===== config.mk =====
export PLATFORM = sky130hd
export DESIGN_NAME = priority_schedule_wait_times_unit
export DESIGN_NICKNAME = d
export VERILOG_FILES = /design/src/sv/psw_pkg.sv /design/src/sv/psw_ram.sv /design/src/sv/psw_div.sv /design/src/sv/priority_schedule_wait_times_unit.sv
export SDC_FILE = /design/constraint.sdc
export NUM_CORES = 2
export LEC_CHECK = 0
export BUFFER_PORTS_ARGS = -buffer_cell sky130_fd_sc_hd__buf_2
export CAP_MARGIN = 20
export CELL_PAD_IN_SITES_DETAIL_PLACEMENT = 1
export CELL_PAD_IN_SITES_GLOBAL_PLACEMENT = 2
export CORE_MARGIN = 5
export CORE_UTILIZATION = 48
export CTS_CLUSTER_DIAMETER = 200
export DETAILED_ROUTE_END_ITERATION = 10
export PLACE_DENSITY = 0.95
export SYNTH_ARGS = -nofsm -noshare
export SYNTH_HDL_FRONTEND = slang
export SYNTH_SLANG_ARGS = --single-unit

===== constraint.sdc =====
create_clock -name clk -period 11.4 [get_ports clk]
set_input_delay 1.14 -clock clk [delete_from_list [all_inputs] [get_ports clk]]
set_output_delay 1.14 -clock clk [all_outputs]
set_load 0.01 [all_outputs]

===== src/sv/psw_pkg.sv =====
// Package with shared types and constants of the priority schedule wait times unit.
`default_nettype none

package psw_pkg;

  localparam int MAX_PROCS_DEF = 32;

  localparam int BURST_W = 16;
  localparam int PRIO_W  = 8;
  localparam int ID_W    = 6;
  localparam int TIME_W  = 21;
  localparam int TOTAL_W = 26;
  localparam int AVG_W   = 29;
  localparam int FRAC_W  = 8;
  localparam int DIVIDEND_W = TOTAL_W + FRAC_W;

  typedef struct packed {
    logic [BURST_W-1:0] burst_time;
    logic [PRIO_W-1:0]  prio_level;
    logic               last_item;
  } in_word_t;

  typedef struct packed {
    logic [ID_W-1:0]    process_id;
    logic [PRIO_W-1:0]  out_prio;
    logic [BURST_W-1:0] out_burst;
    logic [TIME_W-1:0]  wait_time;
    logic [TIME_W-1:0]  turnaround_time;
    logic [AVG_W-1:0]   avg_wait_fixed;
    logic [AVG_W-1:0]   avg_turnaround_fixed;
    logic               overflowed;
    logic               last_result;
  } out_word_t;

  typedef struct packed {
    logic [PRIO_W-1:0]  prio;
    logic [BURST_W-1:0] burst;
    logic [ID_W-1:0]    id;
  } entry_t;

  localparam int ENTRY_W = $bits(entry_t);

endpackage

`default_nettype wire


===== src/sv/psw_ram.sv =====
// Generic simple dual-port RAM with one write port and one registered read port.
`default_nettype none

module psw_ram #(
  parameter int WIDTH = 8,
  parameter int DEPTH = 32
) (
  input  wire logic                     clk,
  input  wire logic                     wr_en,
  input  wire logic [$clog2(DEPTH)-1:0] wr_addr,
  input  wire logic [WIDTH-1:0]         wr_data,
  input  wire logic                     rd_en,
  input  wire logic [$clog2(DEPTH)-1:0] rd_addr,
  output logic      [WIDTH-1:0]         rd_data
);

  logic [WIDTH-1:0] mem_r [DEPTH];

  always_ff @(posedge clk) begin
    if (wr_en) begin
      mem_r[wr_addr] <= wr_data;
    end
    if (rd_en) begin
      rd_data <= mem_r[rd_addr];
    end
  end

endmodule

`default_nettype wire


===== src/sv/psw_div.sv =====
// Restoring divider that produces one quotient bit per cycle.
`default_nettype none

module psw_div #(
  parameter int DIVIDEND_W = 34,
  parameter int DIVISOR_W  = 6
) (
  input  wire logic                  clk,
  input  wire logic                  rst_n,
  input  wire logic                  start,
  input  wire logic [DIVIDEND_W-1:0] dividend,
  input  wire logic [DIVISOR_W-1:0]  divisor,
  output logic                       done,
  output logic      [DIVIDEND_W-1:0] quotient
);

  localparam int CNT_W = $clog2(DIVIDEND_W + 1);

  logic                  busy_r, busy_nxt;
  logic                  done_r, done_nxt;
  logic [CNT_W-1:0]      cnt_r, cnt_nxt;
  logic [DIVIDEND_W-1:0] quo_r, quo_nxt;
  logic [DIVISOR_W:0]    rem_r, rem_nxt;
  logic [DIVISOR_W:0]    shifted;
  logic                  fits;

  assign shifted  = {rem_r[DIVISOR_W-1:0], quo_r[DIVIDEND_W-1]};
  assign fits     = shifted >= {1'b0, divisor};
  assign done     = done_r;
  assign quotient = quo_r;

  always_comb begin
    busy_nxt = busy_r;
    done_nxt = 1'b0;
    cnt_nxt  = cnt_r;
    quo_nxt  = quo_r;
    rem_nxt  = rem_r;
    if (start) begin
      busy_nxt = 1'b1;
      cnt_nxt  = CNT_W'(DIVIDEND_W);
      quo_nxt  = dividend;
      rem_nxt  = '0;
    end else if (busy_r) begin
      rem_nxt = fits ? (shifted - {1'b0, divisor}) : shifted;
      quo_nxt = {quo_r[DIVIDEND_W-2:0], fits};
      cnt_nxt = cnt_r - CNT_W'(1);
      if (cnt_r == CNT_W'(1)) begin
        busy_nxt = 1'b0;
        done_nxt = 1'b1;
      end
    end
  end

  always_ff @(posedge clk) begin
    if (!rst_n) begin
      busy_r <= 1'b0;
      done_r <= 1'b0;
      cnt_r  <= '0;
    end else begin
      busy_r <= busy_nxt;
      done_r <= done_nxt;
      cnt_r  <= cnt_nxt;
    end
    quo_r <= quo_nxt;
    rem_r <= rem_nxt;
  end

endmodule

`default_nettype wire


===== src/sv/priority_schedule_wait_times_unit.sv =====
// Top level of the priority schedule wait times unit: loader, exchange sorter and read-out.
// Each word that is not the last of a set is taken and written to the entry RAM, or dropped if it is full.
// The closing word starts the work on the n held entries: the exchange sort visits one entry
// per cycle through the single RAM read port, read-out reads each entry and then forms its
// result when the output is free, and the two averages share one divider at one bit per cycle.
// Synchronous active-low reset empties the set; RAM contents are not cleared.
`default_nettype none

module priority_schedule_wait_times_unit #(
  parameter int MAX_PROCS = psw_pkg::MAX_PROCS_DEF
) (
  input  wire logic               clk,
  input  wire logic               rst_n,
  input  wire logic               in_valid,
  output logic                    in_stall,
  input  wire psw_pkg::in_word_t  in_word,
  output logic                    out_valid,
  input  wire logic               out_stall,
  output psw_pkg::out_word_t      out_word
);

  import psw_pkg::*;

  localparam int CNT_W  = $clog2(MAX_PROCS + 1);
  localparam int ADDR_W = $clog2(MAX_PROCS);

  localparam logic [3:0] S_LOAD     = 4'd0;
  localparam logic [3:0] S_SORT_I   = 4'd1;
  localparam logic [3:0] S_SORT_CUR = 4'd2;
  localparam logic [3:0] S_SCAN     = 4'd3;
  localparam logic [3:0] S_SORT_WB  = 4'd4;
  localparam logic [3:0] S_OUT_RD   = 4'd5;
  localparam logic [3:0] S_OUT_CALC = 4'd6;
  localparam logic [3:0] S_DIV_WS   = 4'd7;
  localparam logic [3:0] S_DIV_WW   = 4'd8;
  localparam logic [3:0] S_DIV_TS   = 4'd9;
  localparam logic [3:0] S_DIV_TW   = 4'd10;

  logic [3:0]         state_r, state_nxt;
  logic [CNT_W-1:0]   cnt_r, cnt_nxt;
  logic [CNT_W-1:0]   n_r, n_nxt;
  logic [CNT_W-1:0]   i_r, i_nxt;
  logic [CNT_W-1:0]   j_r, j_nxt;
  logic               drop_r, drop_nxt;
  entry_t             cur_r, cur_nxt;
  logic [TIME_W-1:0]  run_r, run_nxt;
  logic [TOTAL_W-1:0] wtot_r, wtot_nxt;
  logic [TOTAL_W-1:0] ttot_r, ttot_nxt;
  out_word_t          out_r, out_nxt;
  logic               out_valid_r, out_valid_nxt;

  logic                  wr_en;
  logic [ADDR_W-1:0]     wr_addr;
  entry_t                wr_data;
  logic                  rd_en;
  logic [ADDR_W-1:0]     rd_addr;
  logic [ENTRY_W-1:0]    rd_raw;
  entry_t                rd_entry;

  logic                  div_start;
  logic [DIVIDEND_W-1:0] div_dividend;
  logic                  div_done;
  logic [DIVIDEND_W-1:0] div_quo;

  logic              in_accept;
  logic              is_full;
  logic [CNT_W-1:0]  n_val;
  entry_t            in_entry;
  logic [CNT_W-1:0]  i_plus1;
  logic [CNT_W-1:0]  j_plus1;
  logic [CNT_W:0]    i_plus2;
  logic              slot_free;
  logic [TIME_W-1:0] ta_time;

  assign in_stall  = (state_r != S_LOAD);
  assign in_accept = in_valid && !in_stall;
  assign is_full   = cnt_r >= CNT_W'(MAX_PROCS);
  assign n_val     = is_full ? cnt_r : (cnt_r + CNT_W'(1));
  assign in_entry  = '{prio: in_word.prio_level, burst: in_word.burst_time,
                       id: ID_W'(cnt_r) + ID_W'(1)};
  assign i_plus1   = i_r + CNT_W'(1);
  assign j_plus1   = j_r + CNT_W'(1);
  assign i_plus2   = {1'b0, i_r} + (CNT_W + 1)'(2);
  assign slot_free = !out_valid_r || !out_stall;
  assign rd_entry  = entry_t'(rd_raw);
  assign ta_time   = run_r + TIME_W'(rd_entry.burst);
  assign out_valid = out_valid_r;
  assign out_word  = out_r;

  psw_ram #(
    .WIDTH (ENTRY_W),
    .DEPTH (MAX_PROCS)
  ) u_ram (
    .clk     (clk),
    .wr_en   (wr_en),
    .wr_addr (wr_addr),
    .wr_data (wr_data),
    .rd_en   (rd_en),
    .rd_addr (rd_addr),
    .rd_data (rd_raw)
  );

  psw_div #(
    .DIVIDEND_W (DIVIDEND_W),
    .DIVISOR_W  (CNT_W)
  ) u_div (
    .clk      (clk),
    .rst_n    (rst_n),
    .start    (div_start),
    .dividend (div_dividend),
    .divisor  (n_r),
    .done     (div_done),
    .quotient (div_quo)
  );

  always_comb begin
    state_nxt     = state_r;
    cnt_nxt       = cnt_r;
    n_nxt         = n_r;
    i_nxt         = i_r;
    j_nxt         = j_r;
    drop_nxt      = drop_r;
    cur_nxt       = cur_r;
    run_nxt       = run_r;
    wtot_nxt      = wtot_r;
    ttot_nxt      = ttot_r;
    out_nxt       = out_r;
    out_valid_nxt = out_valid_r;
    wr_en         = 1'b0;
    wr_addr       = cnt_r[ADDR_W-1:0];
    wr_data       = in_entry;
    rd_en         = 1'b0;
    rd_addr       = i_r[ADDR_W-1:0];
    div_start     = 1'b0;
    div_dividend  = {wtot_r, {FRAC_W{1'b0}}};

    if (out_valid_r && !out_stall) begin
      out_valid_nxt = 1'b0;
    end

    unique case (state_r)
      S_LOAD: begin
        if (in_accept) begin
          if (!is_full) begin
            wr_en   = 1'b1;
            cnt_nxt = cnt_r + CNT_W'(1);
          end else begin
            drop_nxt = 1'b1;
          end
          if (in_word.last_item) begin
            n_nxt    = n_val;
            cnt_nxt  = '0;
            i_nxt    = '0;
            run_nxt  = '0;
            wtot_nxt = '0;
            ttot_nxt = '0;
            state_nxt = (n_val >= CNT_W'(2)) ? S_SORT_I : S_OUT_RD;
          end
        end
      end
      S_SORT_I: begin
        rd_en     = 1'b1;
        state_nxt = S_SORT_CUR;
      end
      S_SORT_CUR: begin
        cur_nxt   = rd_entry;
        rd_en     = 1'b1;
        rd_addr   = i_plus1[ADDR_W-1:0];
        j_nxt     = i_plus1;
        state_nxt = S_SCAN;
      end
      S_SCAN: begin
        if (cur_r.prio < rd_entry.prio) begin
          wr_en   = 1'b1;
          wr_addr = j_r[ADDR_W-1:0];
          wr_data = cur_r;
          cur_nxt = rd_entry;
        end
        if (j_plus1 < n_r) begin
          rd_en   = 1'b1;
          rd_addr = j_plus1[ADDR_W-1:0];
          j_nxt   = j_plus1;
        end else begin
          state_nxt = S_SORT_WB;
        end
      end
      S_SORT_WB: begin
        wr_en   = 1'b1;
        wr_addr = i_r[ADDR_W-1:0];
        wr_data = cur_r;
        if (i_plus2 < {1'b0, n_r}) begin
          i_nxt     = i_plus1;
          rd_en     = 1'b1;
          rd_addr   = i_plus1[ADDR_W-1:0];
          state_nxt = S_SORT_CUR;
        end else begin
          i_nxt     = '0;
          state_nxt = S_OUT_RD;
        end
      end
      S_OUT_RD: begin
        rd_en     = 1'b1;
        state_nxt = S_OUT_CALC;
      end
      S_OUT_CALC: begin
        if (slot_free) begin
          out_nxt.process_id           = rd_entry.id;
          out_nxt.out_prio             = rd_entry.prio;
          out_nxt.out_burst            = rd_entry.burst;
          out_nxt.wait_time            = run_r;
          out_nxt.turnaround_time      = ta_time;
          out_nxt.avg_wait_fixed       = '0;
          out_nxt.avg_turnaround_fixed = '0;
          out_nxt.overflowed           = drop_r;
          out_nxt.last_result          = (i_plus1 == n_r);
          run_nxt  = ta_time;
          wtot_nxt = wtot_r + TOTAL_W'(run_r);
          ttot_nxt = ttot_r + TOTAL_W'(ta_time);
          if (i_plus1 == n_r) begin
            out_valid_nxt = 1'b0;
            state_nxt     = S_DIV_WS;
          end else begin
            out_valid_nxt = 1'b1;
            i_nxt         = i_plus1;
            state_nxt     = S_OUT_RD;
          end
        end
      end
      S_DIV_WS: begin
        div_start = 1'b1;
        state_nxt = S_DIV_WW;
      end
      S_DIV_WW: begin
        if (div_done) begin
          out_nxt.avg_wait_fixed = div_quo[AVG_W-1:0];
          state_nxt              = S_DIV_TS;
        end
      end
      S_DIV_TS: begin
        div_start    = 1'b1;
        div_dividend = {ttot_r, {FRAC_W{1'b0}}};
        state_nxt    = S_DIV_TW;
      end
      S_DIV_TW: begin
        if (div_done) begin
          out_nxt.avg_turnaround_fixed = div_quo[AVG_W-1:0];
          out_valid_nxt = 1'b1;
          drop_nxt      = 1'b0;
          run_nxt       = '0;
          wtot_nxt      = '0;
          ttot_nxt      = '0;
          state_nxt     = S_LOAD;
        end
      end
      default: begin
        state_nxt = S_LOAD;
      end
    endcase
  end

  always_ff @(posedge clk) begin
    if (!rst_n) begin
      state_r     <= S_LOAD;
      cnt_r       <= '0;
      n_r         <= '0;
      i_r         <= '0;
      j_r         <= '0;
      drop_r      <= 1'b0;
      run_r       <= '0;
      wtot_r      <= '0;
      ttot_r      <= '0;
      out_valid_r <= 1'b0;
    end else begin
      state_r     <= state_nxt;
      cnt_r       <= cnt_nxt;
      n_r         <= n_nxt;
      i_r         <= i_nxt;
      j_r         <= j_nxt;
      drop_r      <= drop_nxt;
      run_r       <= run_nxt;
      wtot_r      <= wtot_nxt;
      ttot_r      <= ttot_nxt;
      out_valid_r <= out_valid_nxt;
    end
    cur_r <= cur_nxt;
    out_r <= out_nxt;
  end

  a_turnaround_sum: assert property (@(posedge clk) disable iff (!rst_n)
    out_valid_r |-> out_r.turnaround_time == out_r.wait_time + TIME_W'(out_r.out_burst))
    else $error("turnaround differs from wait plus burst");

  a_avg_only_last: assert property (@(posedge clk) disable iff (!rst_n)
    (out_valid_r && !out_r.last_result) |->
      (out_r.avg_wait_fixed == '0 && out_r.avg_turnaround_fixed == '0))
    else $error("average reported on a word that is not the last");

  a_scan_bounds: assert property (@(posedge clk) disable iff (!rst_n)
    (state_r == S_SCAN) |-> (i_r < j_r && j_r < n_r))
    else $error("sort scan index out of range");

  a_count_bound: assert property (@(posedge clk) disable iff (!rst_n)
    cnt_r <= CNT_W'(MAX_PROCS))
    else $error("load count beyond capacity");

endmodule

`default_nettype wire


After elaboration in Yosys (flattened, before gate mapping)

Memories as Yosys holds them, arrays and structs flattened. A register that Yosys moved wholly into a read port is not among the register bits.
Cells that the tools add are included.

Multiplexer cells: 74
$add $sub $neg: 9
Magnitude comparators: 6
Bitwise logic cells: 2
Reduce and logical (&&, ||, !) cells: 30
Equality and inequality tests: 22

Operator list:

| operator                                                              | number |
|---|---|
| 26-bit case mux with 3 select lines                                   | 2 |
| 26-bit 2-to-1 mux                                                     | 5 |
| 30-bit case mux with 2 select lines                                   | 2 |
| 29-bit case mux with 2 select lines                                   | 2 |
| 34-bit 2-to-1 mux                                                     | 3 |
| 21-bit 2-to-1 mux                                                     | 4 |
| 6-bit 2-to-1 mux                                                      | 11 |
| 21-bit case mux with 3 select lines                                   | 1 |
| 30-bit 2-to-1 mux                                                     | 2 |
| 60-bit 2-to-1 mux                                                     | 1 |
| 26-bit by 21-bit adder with 26-bit output                             | 2 |
| 4-bit case mux with 11 select lines                                   | 1 |
| 29-bit 2-to-1 mux                                                     | 1 |
| 4-bit 2-to-1 mux                                                      | 6 |
| 21-bit by 16-bit adder with 21-bit output                             | 1 |
| 1-bit 2-to-1 mux                                                      | 19 |
| 6-bit by 1-bit adder with 6-bit output, second input constant         | 3 |
| 6-bit case mux with 3 select lines                                    | 1 |
| 4-bit by 3-bit equality test with 1-bit output, second input constant | 4 |
| 2-bit != test, second input constant                                  | 8 |
| 5-bit 2-to-1 mux                                                      | 3 |
| 5-bit case mux with 3 select lines                                    | 1 |
| 4-bit equality test, second input constant                            | 3 |
| 6-bit case mux with 2 select lines                                    | 1 |
| other kinds (34)                                                      | 56 |

Output and inout port bits: 134
Flip-flop bits (word level): 313
Bits of input ports: 29
Memories kept: 1
RAM bits: 960

Memory list:

| memory      | depth | bits a word | rd ports | clocked after Yosys merged registers in | write ports | line          | text |
|---|---|---|---|---|---|---|---|
| u_ram.mem_r | 32    | 30          | 1        | 1                                       | 1           | psw_ram.sv:17 | `logic [WIDTH-1:0] mem_r [DEPTH];` |

Depth between registers and ports, before layout

Depth in word-level cells: 7
Mapped depth: 22
Mapped depth without buffers: 22

Cells and area by module

From an unflattened synthesis, not the netlist that was laid out.

Cells, all modules: 3660
Area total of the unflattened synthesis: 54974.0 um2

By module, submodules not included:

| module                            | area each (um2) | sequential area each (um2) | times used | cells an instance |
|---|---|---|---|---|
| psw_ram                           | 38359.3         | 29728.5                    | 1          | 2122 |
| priority_schedule_wait_times_unit | 14261.2         | 6926.6                     | 1          | 1353 |
| psw_div                           | 2353.5          | 1301.2                     | 1          | 185 |

Worst setup path after synthesis

OpenSTA, ideal clock, no wires.

Path type: flip-flop to flip-flop
From: register run_r[0]
To: register ttot_r[23]
Slack: 6629 ps
Cell stages (with the launch flop): 23
Arrival time: 4634 ps
Path buffers: 0
Required time: 11263 ps
Clock period less this slack: 4771 ps
Cells stage by stage: dfxtp_1 ha_1 inv_1 fa_1 nor2b_1 o21a_1 o21ai_0 a211oi_1 o31a_1 o21ai_0 a21boi_0 xor2_1 ha_1 and3_1 a221o_1 or3_1 a41oi_1 o31ai_1 a2111o_1 a31oi_1 nor3b_1 xnor2_1 nor2_1

Cells in the longest elaborated chain, start to end: 4

RTL lines:

| item                                      | line                                     | text |
|---|---|---|
| start, declared                           | priority_schedule_wait_times_unit.sv:46  | `logic [TIME_W-1:0] run_r, run_nxt;` |
| start signal, assigned                    | priority_schedule_wait_times_unit.sv:280 | `run_r <= run_nxt;` |
| 21-bit by 16-bit adder with 21-bit output | priority_schedule_wait_times_unit.sv:86  | `assign ta_time = run_r + TIME_W'(rd_entry.burst);` |
| net ta_time[14]                           | priority_schedule_wait_times_unit.sv:73  | `logic [TIME_W-1:0] ta_time;` |
| 26-bit by 21-bit adder with 26-bit output | priority_schedule_wait_times_unit.sv:218 | `ttot_nxt = ttot_r + TOTAL_W'(ta_time);` |
| 26-bit 2-to-1 mux                         | priority_schedule_wait_times_unit.sv:206 | `if (slot_free) begin` |
| 26-bit case mux with 3 select lines       | priority_schedule_wait_times_unit.sv:141 | `unique case (state_r)` |
| end signal, assigned                      | priority_schedule_wait_times_unit.sv:282 | `ttot_r <= ttot_nxt;` |
| end, declared                             | priority_schedule_wait_times_unit.sv:48  | `logic [TOTAL_W-1:0] ttot_r, ttot_nxt;` |

The timed path passes the listed nets, and every way through them passes these cells. The select of a mux whose other input is x is not followed.
A chain may end at the register's enable or synchronous reset.

Worst setup path in the final report

From: register j_r[0]
To: register u_ram.rd_data[0] (read register of u_ram.mem_r) (data pin)

Cells in the longest elaborated chain, start to end: 4
Elaborated cells between the ends (all ways): 6
Those cells by class: add/sub (1); order compare (1); mux (4)

RTL lines:

| item                                                                                            | line                                     | text |
|---|---|---|
| start, declared                                                                                 | priority_schedule_wait_times_unit.sv:43  | `logic [CNT_W-1:0] j_r, j_nxt;` |
| start signal, assigned                                                                          | priority_schedule_wait_times_unit.sv:278 | `j_r <= j_nxt;` |
| 6-bit by 1-bit adder with 6-bit output *                                                        | priority_schedule_wait_times_unit.sv:82  | `assign j_plus1 = j_r + CNT_W'(1);` |
| 6-bit < comparator                                                                              | priority_schedule_wait_times_unit.sv:179 | `if (j_plus1 < n_r) begin` |
| 5-bit 2-to-1 mux / 1-bit 2-to-1 mux (equally long branches)                                     | priority_schedule_wait_times_unit.sv:179 |  |
| 5-bit case mux with 3 select lines / 1-bit case mux with 3 select lines (equally long branches) | priority_schedule_wait_times_unit.sv:141 |  |
| end, declared                                                                                   | psw_ram.sv:14                            | `output logic [WIDTH-1:0] rd_data` |

Mark *: on every way between the ends. The rest lies on a longest branch, timed or not.

==> results.sh <==
export IMPL_clk_root_buffer_cell="sky130_fd_sc_hd__clkbuf_16"
export IMPL_critical_path_startpoint="j_r[0]"
export IMPL_yosys_cell_types_count=75
export IMPL_crit_type="register to register"
export IMPL_routed_wirelength_um=175700
export IMPL_layout_worst_path_cycle_share_pct=55.17
export IMPL_clk_pin_slew_ps=60
export IMPL_timing_rr_end="u_ram.rd_data[0]"
export IMPL_max_cap_violations=0
export IMPL_number_of_nets_still_failing_antenna_checks_after_routing=0
export IMPL_crit_arrival_ps=6860
export IMPL_clock_sinks=1303
export IMPL_ys_async_sr_fraction_pct=0
export IMPL_hp_start="drop_r"
export IMPL_drt_pass1_iter_count=8
export IMPL_cts_resized=0
export IMPL_post_cts_repair_timing_setup_buffer_count=0
export IMPL_finalCoreUtilization_pct=54.24
export IMPL_remaining_drc_errors=0
export IMPL_leakagePower_nw=22.57
export IMPL_core_sq_mm=0.1143
export IMPL_global_route_usage_total_pct=28.14
export IMPL_place_detailed_hpwl_um=99520
export IMPL_endpoint_class_of_the_critical_path="register"
export IMPL_synth_largest_area_cell="sky130_fd_sc_hd__edfxtp_1"
export IMPL_finalWorstPathRequiredPeriod_ps=6289
export IMPL_synth_top_area_share_pct=64.53
export IMPL_clk_path_buf_depth=3
export IMPL_rsz_0062_raised_after_global_routing="no"
export IMPL_fp_dieW_um=349.1
export IMPL_fp_row_count=124
export IMPL_vdd_ir_drop_max_uv=241.2
export IMPL_synth_fp_nets=4409
export IMPL_grt_antenna_before_repair=5
export IMPL_die_y_um=349.1
export IMPL_timing_max_slew_rel_slack_pct=30.60
export IMPL_gpl_final_weighted_congestion=0.8464
export IMPL_final_fill_count=11297
export IMPL_syn_area_sq_mm=0.05519
export IMPL_tightestPinTransition_ps=1041
export IMPL_synth_edf_count=1186
export IMPL_r2r_setup_slack_ps=5110
export IMPL_post_synth_cell_area_avg_sq_um=12.88
export IMPL_final_slew_violations=0
export IMPL_max_freq_ghz=0.1590
export IMPL_ctsHtreeMaxLevel=4
export IMPL_timing_hold_violations_final=0
export IMPL_initial_core_util_pct=48.27
export IMPL_tritoncts_num_buffers=135
export IMPL_clk_insertion_delay_late_ps=760
export IMPL_critPathRequiredTime_ps=11970
export IMPL_busiest_layer="met2"
export IMPL_critical_path_peak_fanout=50
export IMPL_layout_overhead_on_the_synthesized_area_pct=12.37
export IMPL_final_layout_size_suffix_gt1_share_pct=12.20
export IMPL_tritoncts_clock_tree="yes"
export IMPL_io_buffer_count=162
export IMPL_clock_skew_final_ps=31.05
export IMPL_synth_warning_count=0
export IMPL_register_area_sq_mm=0.03796
export IMPL_finalNetCount=4536
export IMPL_synth_ff_type="sky130_fd_sc_hd__edfxtp_1"
export IMPL_r2r_start="j_r[0]"
export IMPL_num_vias=37823
export IMPL_total_overflow_reported_by_the_global_router=0
export IMPL_final_setup_viol_count=0
export IMPL_cts_hold_fix_buffers=0
export IMPL_gr_met3_demand_resource_pct=6.213
export IMPL_synth_top_cells_by_area="sky130_fd_sc_hd__edfxtp_1 65%, sky130_fd_sc_hd__nand2_1 6.1%, sky130_fd_sc_hd__dfxtp_1 4.2%"
export IMPL_power_per_cell_area_mw_per_mm2=237.1
export IMPL_multiInputGateArea_sq_mm=0.01622
export IMPL_first_iter_violations=4166
export IMPL_detail_route_vias_per_cell=6.272
export IMPL_hold_path_class="register to register"
export IMPL_grt_use_met1_pct=35.16
export IMPL_ioPinCount=163
export IMPL_pin_count_of_the_biggest_net_entering_global_routing=152
export IMPL_worst_r2r_path_depth=17
export IMPL_count_of_cells_along_the_worst_hold_path=0
export IMPL_global_route_wire_length_before_repair_um=256300
export IMPL_synth_seq_cells=1303
export IMPL_avgRoutedWirePerCell_um=29.14
export IMPL_fin_setup_tns_ps=0
export IMPL_hold_end="out_word[1]"
export IMPL_gr_usage_met2_pct=47.25
export IMPL_vias_in_the_first_global_route=39550
export IMPL_worst_setup_start_kind="register"
export IMPL_die_area_sq_mm=0.1219
export IMPL_status="finished, final reports clean"
export IMPL_synth_cells=4285
export IMPL_yosysSeqAreaShare_pct=68.77
==> critical path, cell delays in order (launching register included) <==
cell and delay (ps):
sky130_fd_sc_hd__dfxtp_1 580, sky130_fd_sc_hd__ha_1 260, sky130_fd_sc_hd__nand3_1 100, sky130_fd_sc_hd__xnor2_1 400, sky130_fd_sc_hd__ha_1 340, sky130_fd_sc_hd__a21o_1 170
sky130_fd_sc_hd__nand2_1 100, sky130_fd_sc_hd__o211a_4 220, sky130_fd_sc_hd__a21oi_1 100, sky130_fd_sc_hd__o21a_1 220, sky130_fd_sc_hd__buf_4 300, sky130_fd_sc_hd__nor2_4 800
sky130_fd_sc_hd__buf_4 630, sky130_fd_sc_hd__buf_4 610, sky130_fd_sc_hd__mux2_2 410, sky130_fd_sc_hd__a211oi_1 430, sky130_fd_sc_hd__a31oi_1 90, sky130_fd_sc_hd__o221ai_1 230
==> Yosys cell counts, types with 10 or more instances <==
cell,number
sky130_fd_sc_hd__a211oi_1,73
sky130_fd_sc_hd__a21o_1,29
sky130_fd_sc_hd__a21oi_1,89
sky130_fd_sc_hd__a22oi_1,48
sky130_fd_sc_hd__a311oi_1,90
sky130_fd_sc_hd__a31oi_1,71
sky130_fd_sc_hd__and2_1,75
sky130_fd_sc_hd__and3_1,220
sky130_fd_sc_hd__buf_1,20
sky130_fd_sc_hd__buf_2,73
sky130_fd_sc_hd__buf_6,15
sky130_fd_sc_hd__clkbuf_1,138
sky130_fd_sc_hd__dfxtp_1,117
sky130_fd_sc_hd__edfxtp_1,1186
sky130_fd_sc_hd__ha_1,91
sky130_fd_sc_hd__inv_1,51
sky130_fd_sc_hd__mux2_2,58
sky130_fd_sc_hd__mux2i_1,116
sky130_fd_sc_hd__nand2_1,894
sky130_fd_sc_hd__nand2b_1,15
sky130_fd_sc_hd__nand3_1,129
sky130_fd_sc_hd__nand4_1,34
sky130_fd_sc_hd__nor2_1,170
sky130_fd_sc_hd__nor3_1,23
sky130_fd_sc_hd__o21a_1,15
sky130_fd_sc_hd__o21ai_0,139
sky130_fd_sc_hd__o21ai_1,58
sky130_fd_sc_hd__o21bai_1,10
sky130_fd_sc_hd__o221ai_1,30
sky130_fd_sc_hd__or3_1,12
sky130_fd_sc_hd__xnor2_1,63
sky130_fd_sc_hd__xor2_1,27
==> registers in the layout (all words and copies together) (netlist names), 21 cells and up <==
| signal | cells |
|---|---|
| cur_r | 30 |
| out_word | 132 |
| run_r | 21 |
| ttot_r | 26 |
| u_div.quotient | 34 |
| u_ram.mem_r | 960 |
| u_ram.rd_data | 30 |
| wtot_r | 26 |
==> placed cells by master (no fill, tap or decap), drive strengths merged, types with 90 or more instances in the layout <==
cell and n:
nand3 129, dfxtp 117, and3 220, ha 91, nor2 173, edfxtp 1186
clkbuf 168, mux2i 116, nand2 894, a311oi 90, o21ai 198, buf 243
==> layout make-up <==
cell class / instances / share of cell area, %
Clock buffer: 168 / 5.851
Tap cell: 1512 / 3.050
Multi-Input combinational cell: 2677 / 26.16
Clock inverter: 73 / 1.037
Sequential cell: 1303 / 61.20
Inverter: 51 / 0.3127
Timing Repair Buffer: 244 / 2.385
Antenna cell: 2 / 0.008070
==> layer usage <==
| layer | up-vias | share of wire (%) | wire (um) |
|---|---|---|---|
| li1 | 16181 | - | - |
| met1 | 19100 | 38 | 66000 |
| met2 | 2055 | 49 | 85370 |
| met3 | 483 | 9.2 | 16190 |
| met4 | 4 | 4.6 | 8136 |
| met5 | - | 0.013 | 23 |
==> through the flow <==
step / instance area [sq um] / hold slack (ps) / power, mW / setup WS (ps) / cells
2_1_floorplan: 55190 / 408.7 / 8.981 / 6629 / 4285
4_1_cts: 61960 / 443.2 / 14.69 / 5259 / 6024
3_3_place_gp: 57670 / 427.4 / 10.04 / 5544 / 5782
3_5_place_dp: 57690 / 427.4 / 10.28 / 5367 / 5783
6_report: 62020 / 444.3 / 14.71 / 5111 / 6030
5_1_grt: 62010 / 447.7 / 15.30 / 4920 / 6028
==> report_power, final <==
| part | switching [mW] | leakage [nW] | internal (mW) |
|---|---|---|---|
| Sequential | 0.214 | 11.7 | 5.86 |
| Combinational | 2.96 | 8.83 | 1.31 |
| Clock | 1.89 | 2.08 | 2.49 |
==> logic make-up (layout without fill, tap and decap cells) <==
group | count (synthesis) | count (layout) | share of synthesized area [%]
AOI/OAI and AO/OA | 710 | 710 | 8.676
buffers and inverters | 305 | 536 | 2.498
and+or+nand+nor | 1608 | 1608 | 13.13
xor gates and xnor gates | 90 | 90 | 1.428
other | 0 | 2 | 0
DFF | 1303 | 1303 | 68.77
muxes | 174 | 174 | 3.287
adders and majority gates | 95 | 95 | 2.208
==> worst max path at each step <==
stage                             to  slack, ps
global route              ttot_r[23]       4920
detailed placement        ttot_r[23]       5370
floorplan                 ttot_r[23]       6630
global placement          ttot_r[23]       5540
finish              u_ram.rd_data[0]       5110
CTS                 u_ram.rd_data[0]       5260
No activity file was read; power rests on OpenSTA's default activity.
